`src/rtl/fxmd_pkg.sv`:
```
// Shared types and constants for the 16.16 fixed-point multiply/divide unit.
// Used by every module under rtl/; depends on nothing.
`timescale 1ns / 1ps
`default_nettype none

package fxmd_pkg;

  // Operation codes carried in the kind field
  localparam logic KIND_MUL = 1'b0;
  localparam logic KIND_DIV = 1'b1;

  // Number of fraction bits and the overflow guard shift
  localparam int FRAC_BITS   = 16;
  localparam int GUARD_SHIFT = 14;

  // Quotient bits produced by the divider, one per pipeline step
  localparam int QUO_BITS = 30;

  // Saturation values
  localparam logic [31:0] SAT_NEG = 32'h8000_0000;
  localparam logic [31:0] SAT_POS = 32'h7FFF_FFFF;

  // Pipeline latency from accepted transaction to result strobe
  localparam int LATENCY = QUO_BITS + 3;

  // Input transaction
  typedef struct packed {
    logic               kind;
    logic signed [31:0] a;
    logic signed [31:0] b;
  } fxmd_in_t;

  // Result transaction
  typedef struct packed {
    logic signed [31:0] result;
    logic               saturated;
  } fxmd_out_t;

  // Per-stage pipeline word
  typedef struct packed {
    logic                vld;
    logic                kind;
    logic                neg;
    logic                sat;
    logic [31:0]         mb;
    logic [31:0]         rem;
    logic [QUO_BITS-1:0] dnd;
    logic [QUO_BITS-1:0] quo;
    logic [31:0]         mul;
  } fxmd_pipe_t;

endpackage

`default_nettype wire

```
`src/rtl/fxmd_front.sv`:
```
// Front end: operand register with magnitudes, then multiply and divide guard.
// Depends on fxmd_pkg.
`timescale 1ns / 1ps
`default_nettype none

module fxmd_front (
  input  wire                  clk,
  input  wire                  rst_n,
  input  wire                  in_vld,
  input  fxmd_pkg::fxmd_in_t   in_data,
  output fxmd_pkg::fxmd_pipe_t pipe_o
);
  import fxmd_pkg::*;

  logic               a_vld_r;
  logic               a_kind_r;
  logic signed [31:0] a_a_r;
  logic signed [31:0] a_b_r;
  logic [31:0]        a_ma_r;
  logic [31:0]        a_mb_r;

  logic [31:0]        a_u;
  logic [31:0]        b_u;
  logic [31:0]        ma_nxt;
  logic [31:0]        mb_nxt;

  logic signed [63:0] prod;
  logic [31:0]        ma_hi;
  fxmd_pipe_t         pipe_nxt;
  fxmd_pipe_t         pipe_r;

  // Take 32-bit magnitudes; the most negative value maps to 2^31 unsigned
  assign a_u    = in_data.a;
  assign b_u    = in_data.b;
  assign ma_nxt = a_u[31] ? (~a_u + 32'd1) : a_u;
  assign mb_nxt = b_u[31] ? (~b_u + 32'd1) : b_u;

  // Register operands and magnitudes
  always_ff @(posedge clk) begin
    if (!rst_n) begin
      a_vld_r <= 1'b0;
    end else begin
      a_vld_r <= in_vld;
    end
    a_kind_r <= in_data.kind;
    a_a_r    <= in_data.a;
    a_b_r    <= in_data.b;
    a_ma_r   <= ma_nxt;
    a_mb_r   <= mb_nxt;
  end

  // Form the product and the first partial remainder of the divide
  assign prod  = a_a_r * a_b_r;
  assign ma_hi = {{GUARD_SHIFT{1'b0}}, a_ma_r[31:GUARD_SHIFT]};

  always_comb begin
    pipe_nxt      = '0;
    pipe_nxt.vld  = a_vld_r;
    pipe_nxt.kind = a_kind_r;
    pipe_nxt.neg  = a_a_r[31] ^ a_b_r[31];
    // Guard trips when the quotient would not fit, including a zero divisor
    pipe_nxt.sat  = (a_kind_r == KIND_DIV) && (ma_hi >= a_mb_r);
    pipe_nxt.mb   = a_mb_r;
    pipe_nxt.rem  = ma_hi;
    pipe_nxt.dnd  = {a_ma_r[GUARD_SHIFT-1:0], {FRAC_BITS{1'b0}}};
    pipe_nxt.quo  = '0;
    pipe_nxt.mul  = prod[FRAC_BITS+31:FRAC_BITS];
  end

  always_ff @(posedge clk) begin
    if (!rst_n) begin
      pipe_r.vld <= 1'b0;
    end else begin
      pipe_r <= pipe_nxt;
    end
  end

  assign pipe_o = pipe_r;

endmodule

`default_nettype wire

```
`config.mk`:
```
export PLATFORM = sky130hd
export DESIGN_NAME = fxmd_front
export DESIGN_NICKNAME = d
export VERILOG_FILES = /design/src/rtl/fxmd_pkg.sv /design/src/rtl/fxmd_front.sv
export SDC_FILE = /design/constraint.sdc
export NUM_CORES = 2
export LEC_CHECK = 0
export ABC_AREA = 1
export BUFFER_PORTS_ARGS = -buffer_cell sky130_fd_sc_hd__buf_2
export CAP_MARGIN = 20
export CORE_MARGIN = 4
export CORE_UTILIZATION = 50
export CTS_BUF_LIST = sky130_fd_sc_hd__clkbuf_2
export DETAILED_ROUTE_END_ITERATION = 16
export HOLD_SLACK_MARGIN = 0.03
export PLACE_DENSITY = 0.68
export SETUP_SLACK_MARGIN = 0.5
export SYNTH_ARGS = -nofsm -noshare
export SYNTH_HDL_FRONTEND = slang
export SYNTH_SLANG_ARGS = --single-unit
```
`constraint.sdc`:
```
create_clock -name clk -period 15.9 [get_ports clk]
set_input_delay 1.59 -clock clk [delete_from_list [all_inputs] [get_ports clk]]
set_output_delay 1.59 -clock clk [all_outputs]
set_load 0.005 [all_outputs]
```
Yosys cells after proc, flatten, opt, wreduce, memory -nomap -nowiden
Cells that the tools add are included.
{"block": "totals", "ff_bits": 230, "in_bits": 68, "out_inout_bits": 160}
{"block": "classes", "n_addsub": 2, "mul": 1, "n_lt_le_gt_ge": 1, "muxes": 2, "bitwise": 3, "n_reduce_logical": 1}
{"op": "32-bit by 1-bit adder with 32-bit output, second input constant", "count": 2}
{"op": "32-bit inverter", "count": 2}
{"op": "31-bit 2-to-1 mux", "count": 2}
{"op": "32-bit by 32-bit multiplier with 48-bit output", "count": 1}
{"op": "18-bit by 32-bit greater-or-equal comparator with 1-bit output", "count": 1}
{"op": "1-bit logical AND", "count": 1}
{"op": "1-bit bitwise XOR", "count": 1}

Longest topological paths before layout
{"block": "depth", "word_depth": 3, "depth_mapped": 32}

Worst setup path before layout
OpenSTA, ideal clock, no wires.
{"block": "synth_timing", "path_type": "register to register", "startpoint": "register a_a_r[31]", "endpoint": "register pipe_r (netlist bit pipe_o[28]), data pin", "t_arrival_ps": 6482, "required_ps": 15648, "path_slack_ps": 9166, "stages_incl_launch_ff": 28, "synth_period_minus_slack_ps": 6734, "path_cell_list": "dfxtp_1 -> buf_2 -> buf_1 -> nand2_1 -> inv_1 -> fa_1 -> fa_1 -> fa_1 -> inv_1 -> fa_1 -> inv_1 -> fa_1 -> inv_1 -> fa_1 -> fa_1 -> fa_1 -> inv_1 -> ha_1 -> nand2_1 -> inv_1 -> a21boi_1 -> inv_1 -> a211oi_1 -> nand2_1 -> a21oi_1 -> nand2_1 -> nand2_1 -> nand2_1"}
{"item": "start, declared", "line": "fxmd_front.sv:17", "text": "logic signed [31:0] a_a_r;"}
{"item": "start signal, assigned", "line": "fxmd_front.sv:46", "text": "a_a_r <= in_data.a;"}
{"item": "end signal, assigned", "line": "fxmd_front.sv:74", "text": "pipe_r <= pipe_nxt;"}
{"item": "end, declared", "line": "fxmd_front.sv:30", "text": "fxmd_pipe_t pipe_r;"}

==> metrics.yaml <==
grt:
  grt_use_total: 0.2711
  grt_pass1_vias: 31530
  gr-total-overflow: 0
  grt_pass1_wl_um: 172500
  antenna_found_initial: 3
  grt_max_degree: 65
timing:
  rsz0062_at_grt: "false"
  setup_tns_ps: 0
  hold_viol_final: 0
  min_period_ps: 8358
  slew_headroom: 0.2984
  fmax_mhz: 119.6
  skew_ps: 120.4
  worst_pin_slew_ps: 1051
  timing.final.crit_share: 0.5257
  maxSlewViolCount: 0
  setup_ws_ps: 7542
  setup_viol: 0
worst_setup_path:
  crit_start: "a_b_r[2]$_DFF_P_"
  worstSetupPathType: "reg2reg"
  cp.required_ps: 16620
  critPathCapture: "pipe_o[25]$_DFFE_PP_"
  r2r_slack_ps: 7540
  setup.worst_path.end_class: "flop"
  start_kind: "flop"
  reg2reg_depth: 22
  worstPathMaxFanout: 21
  reg2reg_to: "pipe_o[25]$_DFFE_PP_"
  arrival_ps: 9080
  r2r-start: "a_b_r[2]$_DFF_P_"
layout:
  layoutNonFillerInstCount: 5769
  final_core_util: 0.5348
  nets: 5779
  drive_gt1_frac: 0.08296
  final_common_cell: "inv_1"
  multi_input_area_um2: 26770
  areaGrowthSynthToFinish_pct: 5.661
  layout_common_cells: "inv_1, nand2_1, fa_1, ha_1, buf_2"
  num-fill-cells: 7158
  seq_area_um2: 5564
synth:
  synth_area_um2: 38500
  yosysUniqueCellTypes: 49
  yosys_warnings: 0
  synthCells: 4594
  synth_area_leaders: "fa_1, inv_1, nand2_1"
  synth_enable_flop_cells: 99
  yosysSeqAreaShare: 0.1443
  synth_top_cell_by_area: "fa_1"
  yosysTopAreaCellShare: 0.4357
  async_flop_share: 0
  syn_avg_cell_area_um2: 8.381
  synth-main-ff-cell: "dfxtp_1"
  ys_ff_latch: 228
drt:
  drtIter0Drc: 2210
  wl_um: 107500
  drt_first_pass_iters: 6
  wire_per_inst_um: 18.64
  drc: 0
  vias: 29000
  routed_via_density: 5.027
  antenna_left: 0
floorplan:
  pin_count: 228
  die_w_um: 285.5
  die-height_um: 285.5
  core_area_um2: 76080
  die_area_um2: 81510
  num_rows: 101
  start_util: 0.5061
clocking:
  cts_root_buf: "clkbuf_2"
  cts.htree.levels: 2
  cts_resized: 0
  cts_setup_buffers: 0
  cts_tree: "yes"
  insertion_delay_ps: 1080
  clockBufferDepth: 3
  cts_sinks: 228
  cts.clk_slew.worst_paths_ps: 130
  holdBufCountCts: 0
  cts_buffers: 58
placed_design:
  hpwl_um: 85420
  dp.cells: 5660
  finalWeightedCongestion: 0.9792
  dp_slack_ps: 7716
  io_buffer_count: 167
min_path:
  min_path_cells: 0
  hold_path_class: "reg2reg"
run_status:
  status: "complete, no violations"
run:
  cap_violations: 0
## worst min-delay path by stage
stage,startpoint,end,slack (ps)
floorplan,a_ma_r[1]$_DFF_P_,pipe_o[79]$_DFFE_PP_,390
global placement,a_ma_r[11]$_DFF_P_,pipe_o[89]$_DFFE_PP_,390
detailed placement,a_ma_r[12]$_DFF_P_,pipe_o[90]$_DFFE_PP_,390
CTS,a_ma_r[14]$_DFF_P_,pipe_o[92]$_DFFE_PP_,320
global route,a_ma_r[14]$_DFF_P_,pipe_o[92]$_DFFE_PP_,330
finish,a_ma_r[14]$_DFF_P_,pipe_o[92]$_DFFE_PP_,360
## metrics by stage
step | instance area [um^2] | hold slack (ps)
final | 40680 | 363.3
after CTS | 40680 | 315.3
after floorplan | 38720 | 385.5
after detailed placement | 40110 | 389.6
after global placement | 40110 | 385.6
after global routing | 40680 | 332.9
## cells in the mapped netlist, drive strengths merged (12+ instances only)
library cell,count
a21oi,72
buf,93
clkbuf,152
dfxtp,129
edfxtp,99
fa,838
ha,183
inv,1392
nand2,1188
nand3,75
nand4,12
nor2,134
nor3,19
nor4,12
o21ai,55
xnor2,29
xor2,61
## worst max-delay path: stages (launching register included)
cell and delay (ps):
dfxtp_1 750, buf_4 370, nand2_1 130, inv_1 170, fa_1 450, fa_1 490, fa_1 660, inv_1 330
fa_1 620, inv_1 60, fa_1 500, inv_1 50, fa_1 400, inv_1 80, fa_1 440, fa_1 470
ha_1 430, a21oi_1 380, a21boi_0 480, o21ai_0 220, nor2_1 290, nand3_1 140, xor2_1 160
## kinds of logic (layout without fill, tap and decap cells)
family          count (synthesis)  in the layout  synth area share
buf+inv                      1639           1723            0.1662
other cells                     1             62        0.00009739
compound gates                162            162           0.02366
simple gates                 1453           1453            0.1502
xor+xnor                       90             90           0.02047
fa+ha+maj                    1021           1021            0.4952
flops                         228            228            0.1443
## metal layers
metal | share of wire | global-route usage
met5 | 0.00012 | 0
met1 | 0.39 | 0.3455
met2 | 0.49 | 0.4666
met3 | 0.079 | 0.04263
met4 | 0.045 | 0.1052
## state kept, by name, summed over array words and instances (netlist names)
name	count
a_vld_r	1
a_ma_r	31
a_kind_r	1
a_mb_r	31
a_a_r	32
pipe_o	100
a_b_r	32
## layout make-up
class | instances | area share
clock inverter | 21 | 0.003414
timing repair buffer | 222 | 0.03076
inverter | 1394 | 0.1286
tap | 1030 | 0.03168
multi-input combinational | 2786 | 0.6581
sequential | 228 | 0.1368
antenna | 2 | 0.0001230
clock buffer | 86 | 0.01058
Power is left out: the tool's default activity adds up to more than one toggle a clock period on the data nets, which glitch-free logic cannot reach.
