[config.mk]
export PLATFORM = sky130hd
export DESIGN_NAME = fxmd_div_step
export DESIGN_NICKNAME = d
export VERILOG_FILES = /design/src/rtl/fxmd_pkg.sv /design/src/rtl/fxmd_div_step.sv
export SDC_FILE = /design/constraint.sdc
export NUM_CORES = 1
export LEC_CHECK = 0
export BUFFER_PORTS_ARGS = -buffer_cell sky130_fd_sc_hd__buf_2
export CAP_MARGIN = 40
export CORE_ASPECT_RATIO = 0.5
export CORE_MARGIN = 2
export CORE_UTILIZATION = 47
export CTS_CLUSTER_SIZE = 40
export DETAILED_ROUTE_END_ITERATION = 6
export HOLD_SLACK_MARGIN = 0.15
export PLACE_DENSITY = 0.8
export SLEW_MARGIN = 20
export SYNTH_ARGS = -nofsm -noshare
export SYNTH_HDL_FRONTEND = slang
export SYNTH_SLANG_ARGS = --single-unit
[constraint.sdc]
create_clock -name clk -period 3.41 [get_ports clk]
set_clock_uncertainty 0.05 [all_clocks]
set_input_delay 0.341 -clock clk [delete_from_list [all_inputs] [get_ports clk]]
set_output_delay 0.341 -clock clk [all_outputs]
set_load 0.02 [all_outputs]
[src/rtl/fxmd_pkg.sv]
// Shared types and constants for the 16.16 fixed-point multiply/divide unit.
// Used by every module under rtl/; depends on nothing.
`timescale 1ns / 1ps
`default_nettype none

package fxmd_pkg;

  // Operation codes carried in the kind field
  localparam logic KIND_MUL = 1'b0;
  localparam logic KIND_DIV = 1'b1;

  // Number of fraction bits and the overflow guard shift
  localparam int FRAC_BITS   = 16;
  localparam int GUARD_SHIFT = 14;

  // Quotient bits produced by the divider, one per pipeline step
  localparam int QUO_BITS = 30;

  // Saturation values
  localparam logic [31:0] SAT_NEG = 32'h8000_0000;
  localparam logic [31:0] SAT_POS = 32'h7FFF_FFFF;

  // Pipeline latency from accepted transaction to result strobe
  localparam int LATENCY = QUO_BITS + 3;

  // Input transaction
  typedef struct packed {
    logic               kind;
    logic signed [31:0] a;
    logic signed [31:0] b;
  } fxmd_in_t;

  // Result transaction
  typedef struct packed {
    logic signed [31:0] result;
    logic               saturated;
  } fxmd_out_t;

  // Per-stage pipeline word
  typedef struct packed {
    logic                vld;
    logic                kind;
    logic                neg;
    logic                sat;
    logic [31:0]         mb;
    logic [31:0]         rem;
    logic [QUO_BITS-1:0] dnd;
    logic [QUO_BITS-1:0] quo;
    logic [31:0]         mul;
  } fxmd_pipe_t;

endpackage

`default_nettype wire

[src/rtl/fxmd_div_step.sv]
// One registered restoring-divide step: yields one quotient bit per stage.
// Depends on fxmd_pkg.
`timescale 1ns / 1ps
`default_nettype none

module fxmd_div_step (
  input  wire                  clk,
  input  wire                  rst_n,
  input  fxmd_pkg::fxmd_pipe_t pipe_i,
  output fxmd_pkg::fxmd_pipe_t pipe_o
);
  import fxmd_pkg::*;

  logic [32:0] trial;
  logic [32:0] diff;
  logic        ge;
  fxmd_pipe_t  pipe_nxt;
  fxmd_pipe_t  pipe_r;

  // Shift in the next dividend bit and try to subtract the divisor
  assign trial = {pipe_i.rem, pipe_i.dnd[QUO_BITS-1]};
  assign diff  = trial - {1'b0, pipe_i.mb};
  assign ge    = (trial >= {1'b0, pipe_i.mb});

  always_comb begin
    pipe_nxt     = pipe_i;
    pipe_nxt.rem = ge ? diff[31:0] : trial[31:0];
    pipe_nxt.dnd = {pipe_i.dnd[QUO_BITS-2:0], 1'b0};
    pipe_nxt.quo = {pipe_i.quo[QUO_BITS-2:0], ge};
  end

  // Advance the stage; only the valid bit is reset
  always_ff @(posedge clk) begin
    if (!rst_n) begin
      pipe_r.vld <= 1'b0;
    end else begin
      pipe_r <= pipe_nxt;
    end
  end

  assign pipe_o = pipe_r;

endmodule

`default_nettype wire

After elaboration in Yosys (flattened, before gate mapping)
Cells that the tools add are included.
{"block": "classes", "addsub": 1, "n_mul": 0, "div": 0, "magnitude_cmp": 1, "n_eq_ne": 0, "shift": 0, "muxes": 1, "bitwise_logic": 0, "n_reduce_logical": 0}
{"op": "33-bit by 32-bit greater-or-equal comparator with 1-bit output", "n": 1}
{"op": "32-bit 2-to-1 mux", "n": 1}
{"op": "32-bit subtractor", "n": 1}
{"block": "totals", "regBits": 159, "latch_bits": 0, "ramBits": 0, "rom_bits": 0, "in_bits": 162, "out_inout_bits": 160, "word_cells": 12, "memories": 0}

Longest topological paths before layout
Gate-level depths: netlist of the first run.
{"block": "depth", "word_depth": 2, "depth_mapped": 13}

Worst setup path before layout of the first run
Ideal clock, no wire load.
{"block": "synth_path", "kind": "input-to-reg", "start": "in pipe_i[131] (netlist name)", "end": "reg pipe_r, in the netlist pipe_o[105] (data pin)", "setup_time_ns": 0.262, "arrival_ns": 2.850, "path_slack_ns": 0.248, "cell_stages": 12, "cell_sequence": "inv_1 > ha_1 > buf_2 > nand4_1 > or4_1 > a21oi_1 > nor3_1 > a211oi_2 > o21ai_2 > o31ai_4 > buf_4 > mux2_1"}
{"item": "from (decl)", "line_no": "fxmd_div_step.sv:9", "rtl": "input fxmd_pkg::fxmd_pipe_t pipe_i,"}
{"item": "to (signal assigned)", "line_no": "fxmd_div_step.sv:37", "rtl": "pipe_r <= pipe_nxt;"}
{"item": "to (decl)", "line_no": "fxmd_div_step.sv:18", "rtl": "fxmd_pipe_t pipe_r;"}

==> results.json, run 1 <==
{
  "antenna_found_initial": 1,
  "finalCritPeriodShare_pct": 98.5,
  "outcome": "complete, no violations",
  "p_comb_share_pct": 22.0,
  "async_reset_ff_share_pct": 0,
  "slew_viol_final": 0,
  "nNetsFinal": 1175,
  "hold_path_class": "in -> reg",
  "synthTopCellsByArea": "edfxtp_1, ha_1, a21oi_1, inv_1, nor2_1",
  "clk_pin_slew_worst_paths_ns": 0.07,
  "cts_buffer_depth": 2,
  "slew_headroom_pct": 54.0,
  "hold_viol_final": 0,
  "pre_cts_slack_ns": -0.00825,
  "grt_pass1_wl_mm": 32.7,
  "p_seq_share_pct": 42.7,
  "synth_cell_type_count": 50,
  "first_iter_violations": 496,
  "p_sw_share_pct": 28.2,
  "cts_tree": "done",
  "fp.dieH_um": 90.2,
  "postSynthCellCount": 507,
  "yosys.area.top_type": "edfxtp_1",
  "crit_path_end_kind": "flip-flop",
  "crit_type": "in -> reg",
  "fmax_mhz": 298,
  "fin_hold_ws_ns": 0.185,
  "ys_seq_area_share_pct": 68.1,
  "setup_violations": 0,
  "htreeDepth": 4,
  "ant_nets": 0,
  "worst_ep_arrival_time_ns": 3.47,
  "worstMarginPinSlew_ns": 0.690,
  "post-route-min-period_ns": 3.36,
  "internal_power_uw": 4080,
  "post-dp-hpwl_mm": 14.4,
  "ir_drop_mv": 0.383,
  "drv_cap": 0,
  "cp_max_fo": 5,
  "place_congestion": 0.908,
  "coreArea_um2": 14500,
  "initial_core_util_pct": 48.2,
  "layout-drive-gt1-share_pct": 40.7,
  "final_cell_mix": "buf_2, edfxtp_1, dlygate4sd3_1",
  "io_buffers": 319,
  "yosys_warnings": 0,
  "netlist_area_um2": 6990,
  "cp.required_ns": 3.52,
  "vias": 6121,
  "power_density_nw_per_um2": 514,
  "cts_buffers": 17,
  "ys.flop_type": "edfxtp_1",
  "avgSynthCellArea_um2": 13.8,
  "die_area_um2": 15900,
  "io_pins": 322,
  "area_growth_pct": 58.2,
  "tns_ns": 0,
  "largest_register_ffs": 159,
  "die_w_um": 176,
  "vias_per_cell": 5.14,
  "synth_top_area_share_pct": 67.9,
  "route.detailed.drc": 0,
  "cp-start-kind": "input port",
  "p_leak_uw": 0.00488,
  "avgRoutedWirePerCell_um": 18.3,
  "synth_edf_count": 158,
  "rows": 31,
  "grt_pass1_vias": 6146,
  "grt_usage_pct": 26.8,
  "first_pass_iters": 5,
  "grt_overflow": 0,
  "synth_fp_nets": 702,
  "clkPwrFrac_pct": 35.3,
  "synth-seq-cells": 159,
  "grt_max_degree": 73,
  "final_common_cell": "buf_2",
  "p_sw_uw": 1600,
  "fin_ws_ns": 0.0519,
  "cts-root-buf": "clkbuf_16",
  "cts.sinks": 159,
  "totalWireLength_mm": 21.7
}
stage by stage:
stage	utilization (%)	total power (µW)	area, µm²	cells
after detailed placement	61.9	3530	8980	1030
final	76.2	5680	11100	1191
after global routing	76.2	5880	11100	1191
after global placement	61.9	3490	8980	1030
after CTS	74.9	5650	10900	1187
after floorplan	-	3080	6990	507
area by class of cell:
class / count / area [µm²]
Antenna cell: 1 / 2.50
Tap cell: 198 / 248
Clock inverter: 14 / 190
Clock buffer: 17 / 425
Multi-Input combinational cell: 291 / 2120
Fill cell: 927 / 3450
Timing Repair Buffer: 473 / 3170
Sequential cell: 159 / 4760
Inverter: 38 / 143
cells in the mapped netlist, types with 5 or more instances:
| master | n |
|---|---|
| a31oi_1 | 5 |
| edfxtp_1 | 158 |
| inv_1 | 38 |
| nor2_1 | 35 |
| o21ai_0 | 16 |
| ha_1 | 32 |
| nand4_1 | 8 |
| xor2_1 | 12 |
| o21a_1 | 6 |
| nand3_1 | 8 |
| a21oi_1 | 56 |
| xnor2_1 | 15 |
| clkbuf_1 | 6 |
| a21o_1 | 12 |
| buf_2 | 8 |
| nand2_1 | 26 |
| mux2_2 | 6 |
routing by layer:
| layer | track usage, % | up-vias | part of all wire, % |
|---|---|---|---|
| met3 | 5.37 | 39 | 6.5 |
| met2 | 48.0 | 288 | 53 |
| met5 | 0 | - | 0 |
| met4 | 5.92 | 0 | 1.7 |
| li1 | - | 2842 | - |
| met1 | 33.5 | 2952 | 39 |
logic make-up (layout without fill, tap and decap cells):
group	Yosys count	count (layout)	share of synthesized area [%]
flip-flops	159	159	68.1
AO/OA/AOI/OAI	119	119	10.5
AND/OR/NAND/NOR	100	100	6.75
buffers and inverters	57	542	3.44
adder cells (fa/ha/maj)	33	33	6.01
XOR/XNOR	27	27	3.38
multiplexers	11	11	1.75
other	1	2	0.0536
critical path, cell delays in order:
cell,delay (ns)
dlygate4sd3_1,0.52
buf_2,0.10
inv_1,0.07
ha_4,0.27
nand4_1,0.19
or4_4,0.57
a21oi_2,0.13
nor3_2,0.07
a211oi_2,0.27
o21ai_2,0.11
o31ai_4,0.26
buf_6,0.15
buf_12,0.10
mux2_1,0.31
final timing paths:
check         from           to  slack, ns  cells after the start
max    pipe_i[131]  pipe_o[115]       0.05                     14
min    pipe_i[121]  pipe_o[122]       0.18                      2
power groups by stage:
stage / registers [µW] / logic [µW] / clock network [µW]
floorplan: 2710 / 367 / 0
global placement: 2450 / 1040 / 0
detailed placement: 2460 / 1070 / 0
CTS: 2420 / 1190 / 2040
global route: 2440 / 1330 / 2110
finish: 2420 / 1250 / 2000
timing repair:
| action | in CTS | in global routing |
|---|---|---|
| setup buffers | 0 | 7 |
| gates resized for setup | 0 | 22 |
| hold endpoints to repair | 126 | 0 |
| setup endpoints to repair | 0 | 17 |
| hold buffers | 126 | 0 |
Note: power is estimated with default switching activity, not from simulation.
==> inputs of run 2 (changes only) <==
--- a/config.mk
+++ b/config.mk
@@ -9,11 +9,12 @@
 export CAP_MARGIN = 40
 export CORE_ASPECT_RATIO = 0.5
 export CORE_MARGIN = 2
-export CORE_UTILIZATION = 47
+export CORE_UTILIZATION = 49
+export CTS_BUF_LIST = sky130_fd_sc_hd__clkbuf_4
 export CTS_CLUSTER_SIZE = 40
 export DETAILED_ROUTE_END_ITERATION = 6
 export HOLD_SLACK_MARGIN = 0.15
-export PLACE_DENSITY = 0.8
+export PLACE_DENSITY = 0.83
 export SLEW_MARGIN = 20
 export SYNTH_ARGS = -nofsm -noshare
 export SYNTH_HDL_FRONTEND = slang
==> results.json, run 2 (synthesized netlist as in run 1, its figures left out) <==
{
  "outcome": "complete, no violations",
  "place_congestion": 0.880,
  "p_sw_uw": 1610,
  "drv_cap": 0,
  "io_buffers": 319,
  "largest_register_ffs": 159,
  "crit_type": "in -> reg",
  "grt_pass1_wl_mm": 34.2,
  "cts_buffer_depth": 2,
  "nNetsFinal": 1208,
  "clkPwrFrac_pct": 24.1,
  "clk_pin_slew_worst_paths_ns": 0.16,
  "antenna_cells": 0,
  "ir_drop_mv": 0.289,
  "crit_top_cell": "a21oi_1",
  "slew_viol_final": 0,
  "internal_power_uw": 3250,
  "crit_path_end_kind": "flip-flop",
  "grt_pass1_vias": 6371,
  "p_seq_share_pct": 49.9,
  "totalWireLength_mm": 22.7,
  "cp-start-kind": "input port",
  "place_area_um2": 8970,
  "setup_violations": 0,
  "rsz0062_at_grt": "no",
  "grt_usage_pct": 29.5,
  "post-dp-hpwl_mm": 14.2,
  "grt_max_degree": 77,
  "final_util_pct": 79.4,
  "crit_chain": "dlygate4sd3_1 -> buf_2 -> ha_1 -> nand4_1 -> or4_1 -> a21oi_1 -> nor3_1 -> a211oi_2 -> o21ai_2 -> o31ai_4 -> buf_12 -> buf_6 -> nor2_1 -> a21oi_1",
  "fin_cells": 1218,
  "cp_max_fo": 18,
  "ant_nets": 0,
  "grt_overflow": 0,
  "hold_depth": 4,
  "final_area_um2": 10900,
  "vias": 6271,
  "maxUsedRoutingLayer": "met4",
  "io_pins": 322,
  "worstMarginPinSlew_ns": 0.627,
  "p_comb_share_pct": 26.0,
  "cts_buffers": 17,
  "wl_met3_mm": 1.53,
  "worst_path_max_delay_cell": "dlygate4sd3_1",
  "min_to": "pipe_o[92]",
  "dp.cells": 1025,
  "pre_cts_slack_ns": -0.0700,
  "htreeDepth": 4,
  "area_growth_pct": 56.0,
  "layout-drive-gt1-share_pct": 38.3,
  "hold_viol_final": 0,
  "final_common_cell": "buf_2",
  "die_w_um": 173,
  "fin_ws_ns": 0.102,
  "fmax_mhz": 302,
  "slowest_delay_ns": 0.57,
  "cts.sinks": 159,
  "fp.dieH_um": 88.5,
  "wl_met2_mm": 11.9,
  "power_density_nw_per_um2": 446,
  "finalCritPeriodShare_pct": 97.0,
  "first_pass_iters": 5,
  "hold_path_class": "in -> reg",
  "final_cell_mix": "buf_2, dlygate4sd3_1, edfxtp_1",
  "route.detailed.drc": 0,
  "post-route-min-period_ns": 3.31,
  "die_area_um2": 15300,
  "p_sw_share_pct": 33.2,
  "p_leak_uw": 0.00483,
  "met1_length_mm": 8.64,
  "rows": 30,
  "avgRoutedWirePerCell_um": 18.7,
  "worst_ep_arrival_time_ns": 3.63,
  "slew_headroom_pct": 58.2,
  "cts-root-buf": "clkbuf_4",
  "coreArea_um2": 13700,
  "vias_per_cell": 5.15,
  "hp-start": "pipe_i[91]",
  "cts_tree": "done",
  "first_iter_violations": 581,
  "antenna_found_initial": 1,
  "initial_core_util_pct": 50.9,
  "cp.required_ns": 3.73
}
[run 2: changes by cell type in the layout (fill, tap and decap cells not counted), sizes merged]
cell | previous run | this run
bufinv | 3 | 0
dlygate4sd3 | 123 | 160
inv | 47 | 46
diode | 1 | 0
clkbuf | 18 | 17
clkinv | 1 | 6
dlymetal6s4s | 3 | 0
[run 2: worst max path at each step]
stage                 from     endpoint  cells past startpoint
3_3_place_gp    pipe_i[91]  pipe_o[118]                     14
4_1_cts        pipe_i[124]  pipe_o[122]                     13
5_1_grt        pipe_i[124]  pipe_o[118]                     14
3_5_place_dp    pipe_i[91]  pipe_o[122]                     13
2_1_floorplan  pipe_i[131]  pipe_o[105]                     12
6_report       pipe_i[109]  pipe_o[111]                     14
[run 2: cell type report]
class                           count  area, µm²
Clock buffer                       17        128
Clock inverter                     15        169
Fill cell                         824       2830
Inverter                           38        143
Multi-Input combinational cell    291       2010
Sequential cell                   159       4760
Tap cell                          192        240
Timing Repair Buffer              506       3450
[run 2: metrics by stage]
stage | hold WS (ns) | TNS [ns] | total power (µW)
final | 0.269 | 0 | 4860
after global routing | 0.244 | 0 | 5040
after CTS | 0.226 | 0 | 4800
after detailed placement | 0.469 | -0.131 | 3520
after global placement | 0.468 | 0 | 3490
after floorplan | 0.390 | 0 | 3080
[run 2: power groups by stage]
stage,registers [µW],logic [µW],clock network [µW]
finish,2430,1260,1170
global route,2440,1350,1250
CTS,2420,1220,1170
detailed placement,2460,1060,0
global placement,2450,1040,0
floorplan,2710,367,0
[run 2: critical path, delay by kind of cell]
kind | cells | cell delay, ns
adders and majority gates | 1 | 0.30
AOI/OAI and AO/OA | 5 | 1.02
and+or+nand+nor | 4 | 0.87
buffers and inverters | 4 | 1.10
[run 2: repair_timing]
| item | CTS | global route |
|---|---|---|
| hold buffers | 160 | 0 |
| gates resized for setup | 0 | 8 |
| setup endpoints to repair | 0 | 6 |
| buffers inserted | 0 | 1 |
| hold endpoints to repair | 193 | 0 |
[run 2: metal layers]
metal	track usage, %	vias up
met2	54.5	300
met1	34.2	3009
li1	-	2910
met3	6.87	52
met5	0	-
met4	12.0	0
==> inputs of run 3 (changes only) <==
--- a/config.mk
+++ b/config.mk
@@ -5,16 +5,17 @@
 export SDC_FILE = /design/constraint.sdc
 export NUM_CORES = 1
 export LEC_CHECK = 0
+export ABC_AREA = 1
 export BUFFER_PORTS_ARGS = -buffer_cell sky130_fd_sc_hd__buf_2
 export CAP_MARGIN = 40
 export CORE_ASPECT_RATIO = 0.5
 export CORE_MARGIN = 2
-export CORE_UTILIZATION = 49
+export CORE_UTILIZATION = 50
 export CTS_BUF_LIST = sky130_fd_sc_hd__clkbuf_4
 export CTS_CLUSTER_SIZE = 40
 export DETAILED_ROUTE_END_ITERATION = 6
 export HOLD_SLACK_MARGIN = 0.15
-export PLACE_DENSITY = 0.83
+export PLACE_DENSITY = 0.82
 export SLEW_MARGIN = 20
 export SYNTH_ARGS = -nofsm -noshare
 export SYNTH_HDL_FRONTEND = slang
==> results.json, run 3 <==
{
  "netlist_area_um2": 7890,
  "route.detailed.drc": 0,
  "slew_headroom_pct": 59.7,
  "drv_cap": 0,
  "p_sw_uw": 1660,
  "slew_viol_final": 0,
  "power_density_nw_per_um2": 429,
  "postCtsSetupBuffers": 0,
  "cp_max_fo": 36,
  "grt_pass1_vias": 7467,
  "fin_hold_ws_ns": 0.414,
  "met1_length_mm": 9.64,
  "rows": 32,
  "crit_top_cell": "nand2_1",
  "clk_pin_slew_worst_paths_ns": 0.16,
  "fillCellCount": 1060,
  "initial_core_util_pct": 51.2,
  "place_congestion": 0.932,
  "tns_ns": 0,
  "vias": 7453,
  "ys_top_cells_by_count": "nand2_1, edfxtp_1, inv_1, nand3_1, nor2_1",
  "p_comb_share_pct": 25.7,
  "synth_cell_type_count": 30,
  "io_buffers": 319,
  "cts-hold-fix-buffers": 159,
  "crit_path_end_kind": "flip-flop",
  "nNetsFinal": 1499,
  "coreArea_um2": 15400,
  "synth-xor-area-share_pct": 1.55,
  "p_sw_share_pct": 33.3,
  "worst_ep_arrival_time_ns": 2.99,
  "synth-seq-cells": 159,
  "cts_tree": "done",
  "finalCritPeriodShare_pct": 79.4,
  "yosys.area_share.simple_pct": 22.7,
  "pre_cts_slack_ns": 0.716,
  "clkPwrFrac_pct": 25.8,
  "yosys.cell_count.top_type": "nand2_1",
  "largest_register_ffs": 159,
  "synth_fp_nets": 1008,
  "cp-start-kind": "input port",
  "ys_seq_area_share_pct": 60.4,
  "ir_drop_mv": 0.289,
  "worstMarginPinSlew_ns": 0.605,
  "layout-drive-gt1-share_pct": 28.8,
  "crit_chain": "dlygate4sd3_1 -> buf_2 -> ha_1 -> nand2_1 -> nor2_1 -> nand2_1 -> nor2_1 -> nand2_1 -> nand3_1 -> nor2_2 -> nand2_8 -> inv_4 -> nand2_1 -> nand2_1",
  "grt_max_degree": 71,
  "io_pins": 322,
  "wl_met2_mm": 12.7,
  "cts.sinks": 159,
  "hold_path_class": "in -> reg",
  "synth_top_area_share_pct": 60.1,
  "slowest_delay_ns": 0.55,
  "synthTopCellsByArea": "edfxtp_1, nand2_1, inv_1, ha_1, nand3_1",
  "fmax_mhz": 369,
  "postSynthCellCount": 813,
  "ys.flop_type": "edfxtp_1",
  "synth_top_family_by_area": "simple AND/OR/NAND/NOR gates",
  "async_reset_ff_share_pct": 0,
  "crit_type": "in -> reg",
  "yosys_warnings": 0,
  "internal_power_uw": 3320,
  "power.total_uw": 4980,
  "totalWireLength_mm": 24.9,
  "antenna_found_initial": 1,
  "grt_usage_pct": 29.5,
  "ant_nets": 0,
  "vias_per_cell": 4.90,
  "synthMuxAreaShare_pct": 0,
  "fp.dieH_um": 92.8,
  "grt_overflow": 0,
  "synth_edf_count": 158,
  "grt_pass1_wl_mm": 38.1,
  "worst_path_max_delay_cell": "dlygate4sd3_1",
  "cts-root-buf": "clkbuf_4",
  "post-dp-hpwl_mm": 16.0,
  "htreeDepth": 4,
  "area_growth_pct": 47.2,
  "yosys.area.top_type": "edfxtp_1",
  "cts_buffers": 17,
  "post-route-min-period_ns": 2.71,
  "wl_met3_mm": 1.61,
  "synth_compound_gate_area_share_pct": 1.65,
  "die_w_um": 182,
  "maxUsedRoutingLayer": "met4",
  "die_area_um2": 16900,
  "first_iter_violations": 487,
  "rsz0062_at_grt": "no",
  "first_pass_iters": 5,
  "setup_violations": 0,
  "cp.required_ns": 3.69,
  "synth_adder_area_share_pct": 5.33,
  "p_seq_share_pct": 48.5,
  "avgRoutedWirePerCell_um": 16.3,
  "p_leak_uw": 0.00581,
  "cts_buffer_depth": 2,
  "final_cell_mix": "buf_2, nand2_1, dlygate4sd3_1",
  "avgSynthCellArea_um2": 9.71,
  "outcome": "complete, no violations",
  "final_common_cell": "buf_2",
  "post_cts_resized": 0,
  "hold_viol_final": 0,
  "fin_ws_ns": 0.702
}
[run 3: cell types whose count changed after synthesis, moves of 14 or more]
| cell | delta |
|---|---|
| a21oi_1 | -35 |
| inv_1 | +113 |
| nand2_1 | +272 |
| nand3_1 | +29 |
| o21ai_0 | -14 |
| xnor2_1 | -14 |
[run 3: cell families (layout without fill, tap and decap cells)]
| kind of cell | after synthesis | count (layout) |
|---|---|---|
| buffers and inverters | 161 | 665 |
| flip-flops | 159 | 159 |
| other | 1 | 2 |
| AND/OR/NAND/NOR | 420 | 420 |
| adder cells (fa/ha/maj) | 33 | 33 |
| XOR/XNOR | 14 | 14 |
| AO/OA/AOI/OAI | 25 | 25 |
[run 3: worst max-delay path, delay by kind of cell]
family                   cells  cell delay (ns)
adder cells (fa/ha/maj)      1             0.35
buffers and inverters        3             0.92
AND/OR/NAND/NOR             10             1.38
[run 3: per-stage QoR]
stage          utilization [%]  cell area, µm²  instances
2_1_floorplan                -            7890        813
3_3_place_gp              62.9            9700       1330
3_5_place_dp              62.9            9700       1330
4_1_cts                   75.3           11600       1521
5_1_grt                   75.4           11600       1522
6_report                  75.4           11600       1522
[run 3: power groups by stage]
stage | Sequential (µW) | Combinational, µW | Clock (µW)
after floorplan | 2700 | 430 | 0
after global placement | 2440 | 1080 | 0
after detailed placement | 2450 | 1100 | 0
after CTS | 2410 | 1250 | 1300
after global routing | 2430 | 1380 | 1370
final | 2420 | 1280 | 1290
[run 3: area by class of cell]
type | count | area (µm²) | area share, %
Inverter | 153 | 577 | 4.97
Tap cell | 204 | 255 | 2.20
Clock inverter | 15 | 195 | 1.68
Antenna cell | 1 | 2.50 | 0.0215
Sequential cell | 159 | 4760 | 41.0
Multi-Input combinational cell | 493 | 2470 | 21.3
Timing Repair Buffer | 480 | 3220 | 27.7
Clock buffer | 17 | 128 | 1.10
[run 3: worst paths after layout]
path	from	to	slack, ns	cells past startpoint
max	pipe_i[97]	pipe_o[119]	0.70	14
min	pipe_i[73]	pipe_o[74]	0.41	2
[run 3: metal layers]
| metal | vias to the layer above | global-route usage (%) |
|---|---|---|
| met2 | 316 | 54.0 |
| met3 | 76 | 6.02 |
| met4 | 0 | 12.3 |
| met1 | 3478 | 34.3 |
| met5 | - | 0 |
| li1 | 3583 | - |
